`src/plru_pkg.sv`:
```
// Package for the particle life/respawn update block: field widths, item
// structs, register indexes, LFSR step and saturation helpers.
// No dependencies.
package plru_pkg;

   localparam int unsigned FIX_W      = 32;
   localparam int unsigned DT_W       = 31;
   localparam int unsigned DRAW_W     = 16;
   localparam int unsigned DRAW_COUNT = 7;
   localparam int unsigned LFSR_W     = 32;
   localparam int unsigned CSR_IDX_W  = 4;
   localparam int unsigned CSR_DATA_W = 64;
   localparam int unsigned FRAC_W     = 16;
   localparam int unsigned SUM_W      = 49;

   localparam logic [LFSR_W-1:0] LFSR_MASK  = 32'h8020_0003;
   localparam logic [LFSR_W-1:0] SEED_RESET = 32'd1;

   localparam int unsigned DRAW_POS_X = 0;
   localparam int unsigned DRAW_POS_Y = 1;
   localparam int unsigned DRAW_POS_Z = 2;
   localparam int unsigned DRAW_VEL_X = 3;
   localparam int unsigned DRAW_VEL_Y = 4;
   localparam int unsigned DRAW_VEL_Z = 5;
   localparam int unsigned DRAW_LIFE  = 6;

   typedef enum logic [CSR_IDX_W-1:0] {
      CSR_X_SCALES    = 4'd0,
      CSR_Y_SCALES    = 4'd1,
      CSR_Z_SCALES    = 4'd2,
      CSR_X_OFFSETS   = 4'd3,
      CSR_Y_OFFSETS   = 4'd4,
      CSR_Z_OFFSETS   = 4'd5,
      CSR_LIFE_SCALE  = 4'd6,
      CSR_RANDOM_SEED = 4'd7
   } csr_index_type;

   typedef struct packed {
      logic signed [FIX_W-1:0] life_in;
      logic signed [FIX_W-1:0] pos_x_in;
      logic signed [FIX_W-1:0] pos_y_in;
      logic signed [FIX_W-1:0] pos_z_in;
      logic signed [FIX_W-1:0] vel_x_in;
      logic signed [FIX_W-1:0] vel_y_in;
      logic signed [FIX_W-1:0] vel_z_in;
      logic [DT_W-1:0]         elapsed;
   } req_type;

   typedef struct packed {
      logic signed [FIX_W-1:0] life_out;
      logic signed [FIX_W-1:0] pos_x_out;
      logic signed [FIX_W-1:0] pos_y_out;
      logic signed [FIX_W-1:0] pos_z_out;
      logic signed [FIX_W-1:0] vel_x_out;
      logic signed [FIX_W-1:0] vel_y_out;
      logic signed [FIX_W-1:0] vel_z_out;
      logic                    respawned;
   } rsp_type;

   typedef struct packed {
      logic              load;
      logic [LFSR_W-1:0] seed;
      logic              advance;
   } lfsr_ctrl_type;

   typedef logic [DRAW_COUNT-1:0][DRAW_W-1:0] draws_type;

   function automatic logic [LFSR_W-1:0] lfsr_step(input logic [LFSR_W-1:0] s);
      logic [LFSR_W-1:0] n;
      n = s >> 1;
      if (s[0]) begin
         n = n ^ LFSR_MASK;
      end
      return n;
   endfunction

   function automatic logic signed [FIX_W-1:0] sat32(input logic signed [SUM_W-1:0] v);
      logic signed [FIX_W-1:0] r;
      if (!v[SUM_W-1] && (|v[SUM_W-2:FIX_W-1])) begin
         r = {1'b0, {(FIX_W-1){1'b1}}};
      end else if (v[SUM_W-1] && !(&v[SUM_W-2:FIX_W-1])) begin
         r = {1'b1, {(FIX_W-1){1'b0}}};
      end else begin
         r = v[FIX_W-1:0];
      end
      return r;
   endfunction

endpackage

```
`src/plru_lfsr.sv`:
```
// Random generator: 32-bit Galois LFSR with seed load and seven draws per step.
// Depends on plru_pkg.
module plru_lfsr (
   input  logic                   clock,
   input  logic                   reset,
   input  plru_pkg::lfsr_ctrl_type ctrl,
   output plru_pkg::draws_type    draws
);

   logic [plru_pkg::LFSR_W-1:0] state_ff;
   logic [plru_pkg::LFSR_W-1:0] state_in;
   logic [plru_pkg::DRAW_COUNT:0][plru_pkg::LFSR_W-1:0] chain;

   always_comb begin
      chain[0] = state_ff;
      for (int k = 0; k < plru_pkg::DRAW_COUNT; k++) begin
         chain[k+1] = plru_pkg::lfsr_step(chain[k]);
         draws[k]   = chain[k+1][plru_pkg::LFSR_W-1 -: plru_pkg::DRAW_W];
      end
   end

   always_comb begin
      state_in = state_ff;
      if (ctrl.load) begin
         state_in = (ctrl.seed == '0) ? plru_pkg::SEED_RESET : ctrl.seed;
      end else if (ctrl.advance) begin
         state_in = chain[plru_pkg::DRAW_COUNT];
      end
   end

   always_ff @(posedge clock) begin
      if (reset) begin
         state_ff <= plru_pkg::SEED_RESET;
      end else begin
         state_ff <= state_in;
      end
   end

`ifndef SYNTHESIS
   a_state_nonzero: assert property (@(posedge clock) disable iff (reset)
      state_ff != '0)
      else $error("lfsr state reached zero");

   a_state_holds: assert property (@(posedge clock) disable iff (reset)
      !ctrl.load && !ctrl.advance |=> $stable(state_ff))
      else $error("lfsr state moved without load or advance");

   a_seed_loaded: assert property (@(posedge clock) disable iff (reset)
      ctrl.load && (ctrl.seed != '0) |=> state_ff == $past(ctrl.seed))
      else $error("lfsr state did not take the written seed");
`endif

endmodule

```
`config.mk`:
```
export PLATFORM = sky130hd
export DESIGN_NAME = plru_lfsr
export DESIGN_NICKNAME = d
export VERILOG_FILES = /design/src/plru_pkg.sv /design/src/plru_lfsr.sv
export SDC_FILE = /design/constraint.sdc
export NUM_CORES = 1
export LEC_CHECK = 0
export BUFFER_PORTS_ARGS = -buffer_cell sky130_fd_sc_hd__buf_2
export CELL_PAD_IN_SITES_DETAIL_PLACEMENT = 1
export CELL_PAD_IN_SITES_GLOBAL_PLACEMENT = 2
export CORE_ASPECT_RATIO = 0.5
export CORE_MARGIN = 3
export CORE_UTILIZATION = 25
export CTS_CLUSTER_SIZE = 14
export DETAILED_ROUTE_END_ITERATION = 8
export HOLD_SLACK_MARGIN = 0.06
export PLACE_DENSITY_LB_ADDON = 0.1
export SYNTH_ARGS = -nofsm -noshare
export SYNTH_HDL_FRONTEND = slang
export SYNTH_SLANG_ARGS = --single-unit
```
`constraint.sdc`:
```
create_clock -name clock -period 3.25 [get_ports clock]
set_input_delay 0.1625 -clock clock [delete_from_list [all_inputs] [get_ports clock]]
set_output_delay 0.1625 -clock clock [all_outputs]
set_load 0.02 [all_outputs]
```
After elaboration in Yosys (flattened, before gate mapping) --
Cells that the tools add are included.
Storage, ports and cells: register bits 32, input port bits 36, output and inout bits 112, logic and storage cells 20
Operators by class: muxes and demuxes 10, bitwise gates (word level) 7, reduce and logical (&&, ||, !) cells 2
Operator list (count):
- two-way mux 32 bit | 10
- zero test 32 bit | 1
- inverter 3 -> 4 bit | 7
- nonzero test 2 bit | 1

Longest topological paths before layout --
Gate-level depths: netlist of the first run.
depth in word-level cells 16, depth in mapped cells 7, depth with buffers taken out 6

Worst setup path before layout of the first run --
No wires, ideal clock.
path kind register to register, start point register state_ff[0] (netlist bit), end point register state_ff[19] (netlist bit), setup time 0.086 ns, arrival time 1.702 ns, data required time 3.164 ns, slack 1.462 ns, stages on the path, launching flop included 8, path buffers 1, period minus slack after synthesis 1.788 ns, cell sequence dfxtp_1 > buf_6 > xnor2_2 > inv_2 > xnor2_2 > xor2_1 > mux2i_1 > a211oi_1
RTL lines:
- from (decl) | line plru_lfsr.sv:10 | logic [plru_pkg::LFSR_W-1:0] state_ff;
- from (signal assigned) | line plru_lfsr.sv:33 | state_ff <= plru_pkg::SEED_RESET;
- from (signal assigned) | line plru_lfsr.sv:35 | state_ff <= state_in;

==> metrics.yaml, run 1 <==
path_max_fanout: 12
stdcell_area_um2: 2790
clk_pin_slew_ns: 0.05
synth_top_area_share_pct: 31.9
cts_inserted_buffers: 5
synthTopCellsByArea: "buf_4 32%, dfxtp_1 24%, mux2i_1 8.7%, nor2_1 7.3%, a21oi_1 5.1%"
syn_to_final_growth_pct: 5.84
wire_per_inst_um: 16.5
globalRouteMet3Util_pct: 3.23
cts-root-buf: "clkbuf_16"
route.final.wire_length_mm: 8.05
synth.lib_cells_used.distinct: 32
finalWorstPathRequiredPeriod_ns: 2.30
critPathArrivalTime_ns: 2.14
antenna_found_initial: 0
min_path_type: "input port to flip-flop"
synth_sequential_area_ratio_pct: 24.3
ys_seq_elements: 32
cp-start-kind: "flip-flop"
reg2reg_slack_ns: 1.18
avgViaCountPerCell: 4.22
drtIter0Drc: 70
worst_slew_margin_rel_pct: 52.1
globalplace.congestion: 0.738
synth_area_um2: 2640
dieWidth_um: 151
power.share.sequential_pct: 23.9
final_core_util_pct: 28.3
clk-insertion-delay-late_ns: 0.28
largest_register_ff_count: 32
largest_registers_in_the_final_layout: "state_ff: 32 flops"
worst-slew-pin-transition_ns: 0.718
grt_pass1_vias: 1968
post-synth-top-area-cell: "buf_4"
timing.rr.start: "state_ff[0]"
placementRows: 25
layout_worst_path_cycle_share_pct: 70.8
drv_slew: 0
timing.critical_path.cells: "xnor2_2, inv_2, xnor2_2, xor2_1, buf_2"
fp.dieArea_um2: 11900
drtPass1Iterations: 4
cp_slowest_stage_delay_ns: 0.63
power_density_nw_per_um2: 716
dp_hpwl_mm: 6.23
floorplan.io_pins: 148
postSynthCellCount: 324
grt_pass1_wl_mm: 11.7
cts_sinks: 32
mean_instance_size_in_the_synthesized_netlist_um2: 8.13
pwr-share-clk_pct: 24.3
drcViolationCount: 0
mappedNetlistNets: 360
reg2reg_to: "state_ff[19]"
crit_start: "state_ff[0]"
maxCapViolCount: 0
unrepaired_setup_endpoints_after_global_routing: "false"
p_sw_share_pct: 45.9
dieHeight_um: 78.6
route.vias.total: 2058
most_frequent_cp_cell: "xnor2_2"
congestion_overflow_gr: 0
ant_nets: 0
worstRegToRegCells: 6
cts_resized: 0
tritoncts: "done"
fmax_mhz: 435
cpLargestDelayFamily: "XOR/XNOR gates"
post_cts_buffers: 0
yosys_warnings: 0
dpl_cell_area_um2: 2640
htree_num_levels: 2
internal_power_mw: 1.08
final.setup_skew_ns: 0.00508
post_cts_hold_buffer_count: 0
finalNetCount: 388
grt_start_max_net_pins: 51
cp_data_required_time_ns: 3.09
initial_utilization_pct: 26.7
globalRouteMet2Util_pct: 18.0
p_leak_nw: 1.45
critPathSlowestCell: "dfxtp_1"
hold_violations: 0
setup_viol: 0
placeableCoreArea_um2: 9850
critical_path.endpoint: "draws[69]"
buffer_ports.inserted: 147
timing.setup.tns_ns: 0
crit_cells: 5
grt_busiest_layer: "met1"
antenna_cells_inserted: 0
grt_use_total_pct: 13.3
peakVddDrop_uv: 233
final_layout_size_suffix_gt1_share_pct: 46.2
pwr-share-comb_pct: 51.8
path_class: "flip-flop to output port"
max_flop_register: "state_ff"
timing.critical_path.buf_inv: 2
p_sw_uw: 916
max-clock-path-buffers: 2
critPathCaptureType: "output port"
run_status: "complete, no violations"
gr-usage-met1_pct: 20.4
-- stage by stage --
stage | setup slack [ns] | hold WS, ns | instances | total power [mW]
after floorplan | 1.46 | 0.298 | 324 | 1.54
after global placement | 1.25 | 0.411 | 480 | 1.54
after detailed placement | 1.12 | 0.422 | 480 | 1.54
after CTS | 0.881 | 0.122 | 488 | 2.04
after global routing | 0.719 | 0.123 | 488 | 2.13
final | 0.950 | 0.131 | 488 | 2.00
-- layout make-up --
cell class | instances | area [µm²]
inverters | 6 | 22.5
well taps | 135 | 169
repair buffers | 149 | 751
multi-input cells | 158 | 1060
fillers | 1250 | 7060
flip-flops and latches | 32 | 641
clock buffers | 8 | 146
-- power groups by stage --
stage               registers (mW)  logic, mW  clock network (mW)
global route                 0.486       1.12               0.529
global placement             0.485       1.05                   0
finish                       0.477       1.03               0.485
floorplan                    0.469       1.08                   0
CTS                          0.479       1.06               0.507
detailed placement           0.487       1.06                   0
-- worst min path at each step --
| stage | startpoint | cells after the start | to | slack [ns] |
|---|---|---|---|---|
| floorplan | ctrl[30] | 2 | state_ff[29] | 0.30 |
| global placement | ctrl[24] | 3 | state_ff[23] | 0.41 |
| detailed placement | ctrl[9] | 3 | state_ff[8] | 0.42 |
| CTS | ctrl[9] | 3 | state_ff[8] | 0.12 |
| global route | ctrl[9] | 3 | state_ff[8] | 0.12 |
| finish | ctrl[27] | 3 | state_ff[26] | 0.13 |
-- cell usage after synthesis, drive strengths merged --
library cell,count
a211oi,7
a211o,1
xor3,1
nor4b,1
buf,117
dfxtp,32
o211ai,2
or3,1
nand4,2
xnor2,11
nand2,7
clkbuf,11
or2,2
xor2,5
nor2,51
o21ai,2
nor4,8
o21a,1
and3,1
xnor3,2
nor3,1
a221oi,1
inv,6
o2bb2ai,1
a21oi,27
mux2i,23
-- cell usage in the layout (no fill, tap or decap) --
cell type  instances
xnor2_2            4
inv_1              4
clkbuf_1           2
xor2_1             5
nand4_1            2
a211oi_1           7
nor3_1             1
clkbuf_8           1
clkbuf_16          5
nor4b_1            1
or3_1              1
buf_4              2
dfxtp_1           32
xnor2_4            1
buf_2            147
or2_1              2
xnor2_1            6
o21ai_0            2
mux2i_1           23
nor4_1             8
nor2_1            51
o2bb2ai_1          1
nand2_1            7
a21oi_1           27
inv_2              2
a211o_1            1
o211ai_1           2
xnor3_1            2
o21a_1             1
xor3_1             1
and3_1             1
a221oi_2           1
-- per-layer routing --
metal / vias to the layer above / wire (µm) / share of wire (%)
met1: 939 / 4240 / 53
li1: 1011 / - / -
met3: 5 / 637 / 7.9
met4: 0 / 72 / 0.89
met5: - / 0 / 0
met2: 103 / 3100 / 38
-- cells by family (layout without fill, tap and decap cells) --
logic type / count (synthesis) / count (layout) / share of synthesized area, %
flops: 32 / 32 / 24.3
simple gates: 74 / 74 / 12.1
xor+xnor: 19 / 19 / 9.78
compound gates: 42 / 42 / 9.59
mux: 23 / 23 / 8.74
buf+inv: 134 / 163 / 35.5
-- worst min-delay path, stage by stage --
cell     delay [ns]
buf_2          0.09
a21oi_1        0.05
nor2_1         0.07
(Power assumes the default switching activity.)
==> run 2: changes to the inputs <==
ABC_AREA = 1   (was unset)
CORE_UTILIZATION = 21   (was 25)
clock period = 1.9 ns   (was 3.25 ns; I/O delays follow)
==> run 2 against run 1 <==
Compared with the run above:
- combinational power grew 79%
- critical endpoint is now draws[101]
- register-to-register slack worse by 1.0 ns
- clock skew about the same
- sequential power up 71%
- critical path depth is 3 higher
- worst setup slack worse by 0.92 ns
- count of clock-buffer cells in the layout decreased by 3
- routed wire length up 20%
- clock power grew 97%
- core utilization shrank 2.5 points
- sequential cell count unchanged
==> metrics.yaml, run 2 <==
met3_length_um: 641  # +0.63%
min_path_type: "input port to flip-flop"
route.final.wire_length_mm: 9.63  # +20%
route.vias.total: 2342  # +14%
path_class: "flip-flop to output port"
p_sw_share_pct: 45.1  # -0.75 points
fp.dieArea_um2: 14100  # +19%
htree_num_levels: 2  # unchanged
drcViolationCount: 0  # unchanged
internal_power_mw: 1.98  # +84%
reg2reg_slack_ns: 0.17  # -1.01 ns
synth_top_area_share_pct: 32.0  # +0.072 points
synthTopCellsByArea: "buf_4 32%, dfxtp_1 24%, o21ai_0 5.5%, nand2_4 4.7%, a21oi_1 4.0%"
path_max_fanout: 4  # -8
max_flop_register: "state_ff"
final_layout_size_suffix_gt1_share_pct: 53.5  # +7.3 points
cts_inserted_buffers: 5  # unchanged
antenna_found_initial: 1  # +1
hold_violations: 0  # unchanged
dieHeight_um: 85.5  # +8.7%
cp-start-kind: "flip-flop"
dp_hpwl_mm: 7.68  # +23%
clk_pin_slew_ns: 0.06  # about the same
worst-slew-pin-transition_ns: 0.628  # -0.0905 ns
finalPower_mw: 3.61  # +81%
layout_worst_path_cycle_share_pct: 98.4
topRoutingLayerUsed: "met5"
p_leak_nw: 1.58  # +9.4%
synth_area_um2: 2650  # +0.66%
antenna_cells_inserted: 0  # unchanged
cts-root-buf: "clkbuf_16"
critPathCaptureType: "output port"
pwr-share-clk_pct: 26.4  # +2.1 points
final_cell_mix: "143 x buf_2, 29 x o21ai_0, 28 x dfxtp_1, 27 x nor2_1"
setup_viol: 0  # unchanged
congestion_overflow_gr: 0  # unchanged
floorplan.io_pins: 148  # unchanged
mappedNetlistNets: 385  # +6.9%
layout_setup_ws_ns: 0.0296  # -0.921 ns
grt_pass1_wl_mm: 14.4  # +23%
globalplace.congestion: 0.739  # about the same
yosys.cell_count.top_type: "buf_4"
pwr-share-comb_pct: 50.9  # -0.9 points
dieWidth_um: 165  # +9.1%
min_path_cells: 3  # unchanged
largest_register_ff_count: 32  # unchanged
unrepaired_setup_endpoints_after_global_routing: "true"
worstRegToRegCells: 10  # +4
syn_to_final_growth_pct: 17.6
postSynthCellCount: 349  # +7.7%
ys_seq_elements: 32  # unchanged
finalWorstPathRequiredPeriod_ns: 1.87
synth_edf_count: 0  # unchanged
final.setup_skew_ns: 0.00480  # -0.000281 ns
synthArstFlopShare_pct: 0  # unchanged
yosys_warnings: 0  # unchanged
cts_sinks: 32  # unchanged
synth.cells.most_frequent: "113 x buf_4, 32 x dfxtp_1, 29 x o21ai_0"
tritoncts: "done"
run_status: "complete, no violations"
wl_met1_mm: 4.60  # +8.5%
critPathArrivalTime_ns: 1.78  # -0.36 ns
synth_sequential_area_ratio_pct: 24.2  # -0.16 points
place_ws_ns: 0.0287  # -1.09 ns
peakVddDrop_uv: 275  # +18%
drv_slew: 0  # unchanged
drtPass1Iterations: 4  # unchanged
mean_instance_size_in_the_synthesized_netlist_um2: 7.60  # -6.5%
drtIter0Drc: 87  # +24%
power_density_nw_per_um2: 1160  # +62%
fmax_mhz: 535
wire_per_inst_um: 17.0  # +3.3%
grt_pass1_vias: 2473  # +26%
power.share.sequential_pct: 22.6  # -1.3 points
dr_wl_met2_mm: 4.29  # +39%
buffer_ports.inserted: 147  # unchanged
largest_registers_in_the_final_layout: "state_ff: 32 flops"
synth.lib_cells_used.distinct: 27  # -16%
initial_utilization_pct: 21.9  # -4.8 points
cp_data_required_time_ns: 1.80  # -1.29 ns
placementRows: 28  # +12%
synth_top_flop_cell: "dfxtp_1"
worst_slew_margin_rel_pct: 58.0  # +5.9 points
finalNetCount: 435  # +12%
ant_nets: 0  # unchanged
max-clock-path-buffers: 2  # unchanged
most_frequent_standard_cell_in_the_layout_excluding_fill_and_tap_cells: "buf_2"
clk-insertion-delay-late_ns: 0.29  # about the same
p_sw_mw: 1.63  # +78%
grt_use_total_pct: 13.6  # +0.31 points
grt_start_max_net_pins: 30  # -41%
placeableCoreArea_um2: 12100  # +23%
post-synth-top-area-cell: "buf_4"
maxCapViolCount: 0  # unchanged
avgViaCountPerCell: 4.15  # -1.7%
run 2: layout make-up:
class                   count  area [µm²]
clock buffers               5         125
clock inverters             3        42.5
fillers                  1529        8970
inverters                  20        80.1
multi-input cells         172        1100
flip-flops and latches     32         651
well taps                 165         206
repair buffers            168         916
run 2: cells by family (layout without fill, tap and decap cells):
group | Yosys count | after routing | synth area share [%]
flip-flops | 32 | 32 | 24.2
AO/OA/AOI/OAI | 68 | 68 | 14.7
buffers and inverters | 145 | 196 | 37.0
XOR/XNOR | 9 | 9 | 4.34
AND/OR/NAND/NOR | 95 | 95 | 19.9
run 2: worst max-delay path, cell delays in order (launching register included):
cell     delay, ns
dfxtp_2       0.34
inv_1         0.17
xnor3_2       0.43
nand2_4       0.12
nand2_4       0.07
nand2_4       0.08
nand3_2       0.06
nand2_2       0.09
buf_6         0.11
run 2: metal layers:
| metal | global-route usage (%) | vias up |
|---|---|---|
| met4 | 2.36 | 2 |
| met1 | 19.0 | 1119 |
| met2 | 21.5 | 81 |
| li1 | - | 1131 |
| met5 | 0 | - |
| met3 | 3.41 | 9 |
run 2: timing repair:
action / 4_1_cts / 5_1_grt
endpoints found under the setup margin: 26 / 22
setup buffers: 5 / 3
resized for setup: 13 / 12
pin swaps: 4 / 9
hold buffers: 2 / 0
endpoints found under the hold margin: 2 / 0
run 2: power by group through the flow:
| stage | clock network [mW] | logic [mW] | registers [mW] |
|---|---|---|---|
| 2_1_floorplan | 0 | 1.66 | 0.807 |
| 3_3_place_gp | 0 | 1.72 | 0.825 |
| 3_5_place_dp | 0 | 1.72 | 0.830 |
| 4_1_cts | 0.980 | 1.80 | 0.819 |
| 5_1_grt | 1.01 | 1.98 | 0.834 |
| 6_report | 0.955 | 1.84 | 0.818 |
run 2: final timing paths:
check,start,to
max reg2reg,state_ff[4],state_ff[21]
min,ctrl[15],state_ff[14]
min reg2reg,state_ff[12],state_ff[12]
max,state_ff[4],draws[101]
run 2: metrics by stage:
step / hold slack (ns) / util, % / cell area [µm²] / instances / setup TNS (ns)
6_report: 0.0818 / 25.8 / 3120 / 565 / 0
5_1_grt: 0.0958 / 25.8 / 3120 / 565 / -0.773
4_1_cts: 0.0843 / 25.2 / 3050 / 562 / 0
3_5_place_dp: 0.340 / 23.0 / 2780 / 547 / 0
3_3_place_gp: 0.329 / 23.0 / 2780 / 547 / 0
2_1_floorplan: 0.157 / - / 2650 / 349 / 0
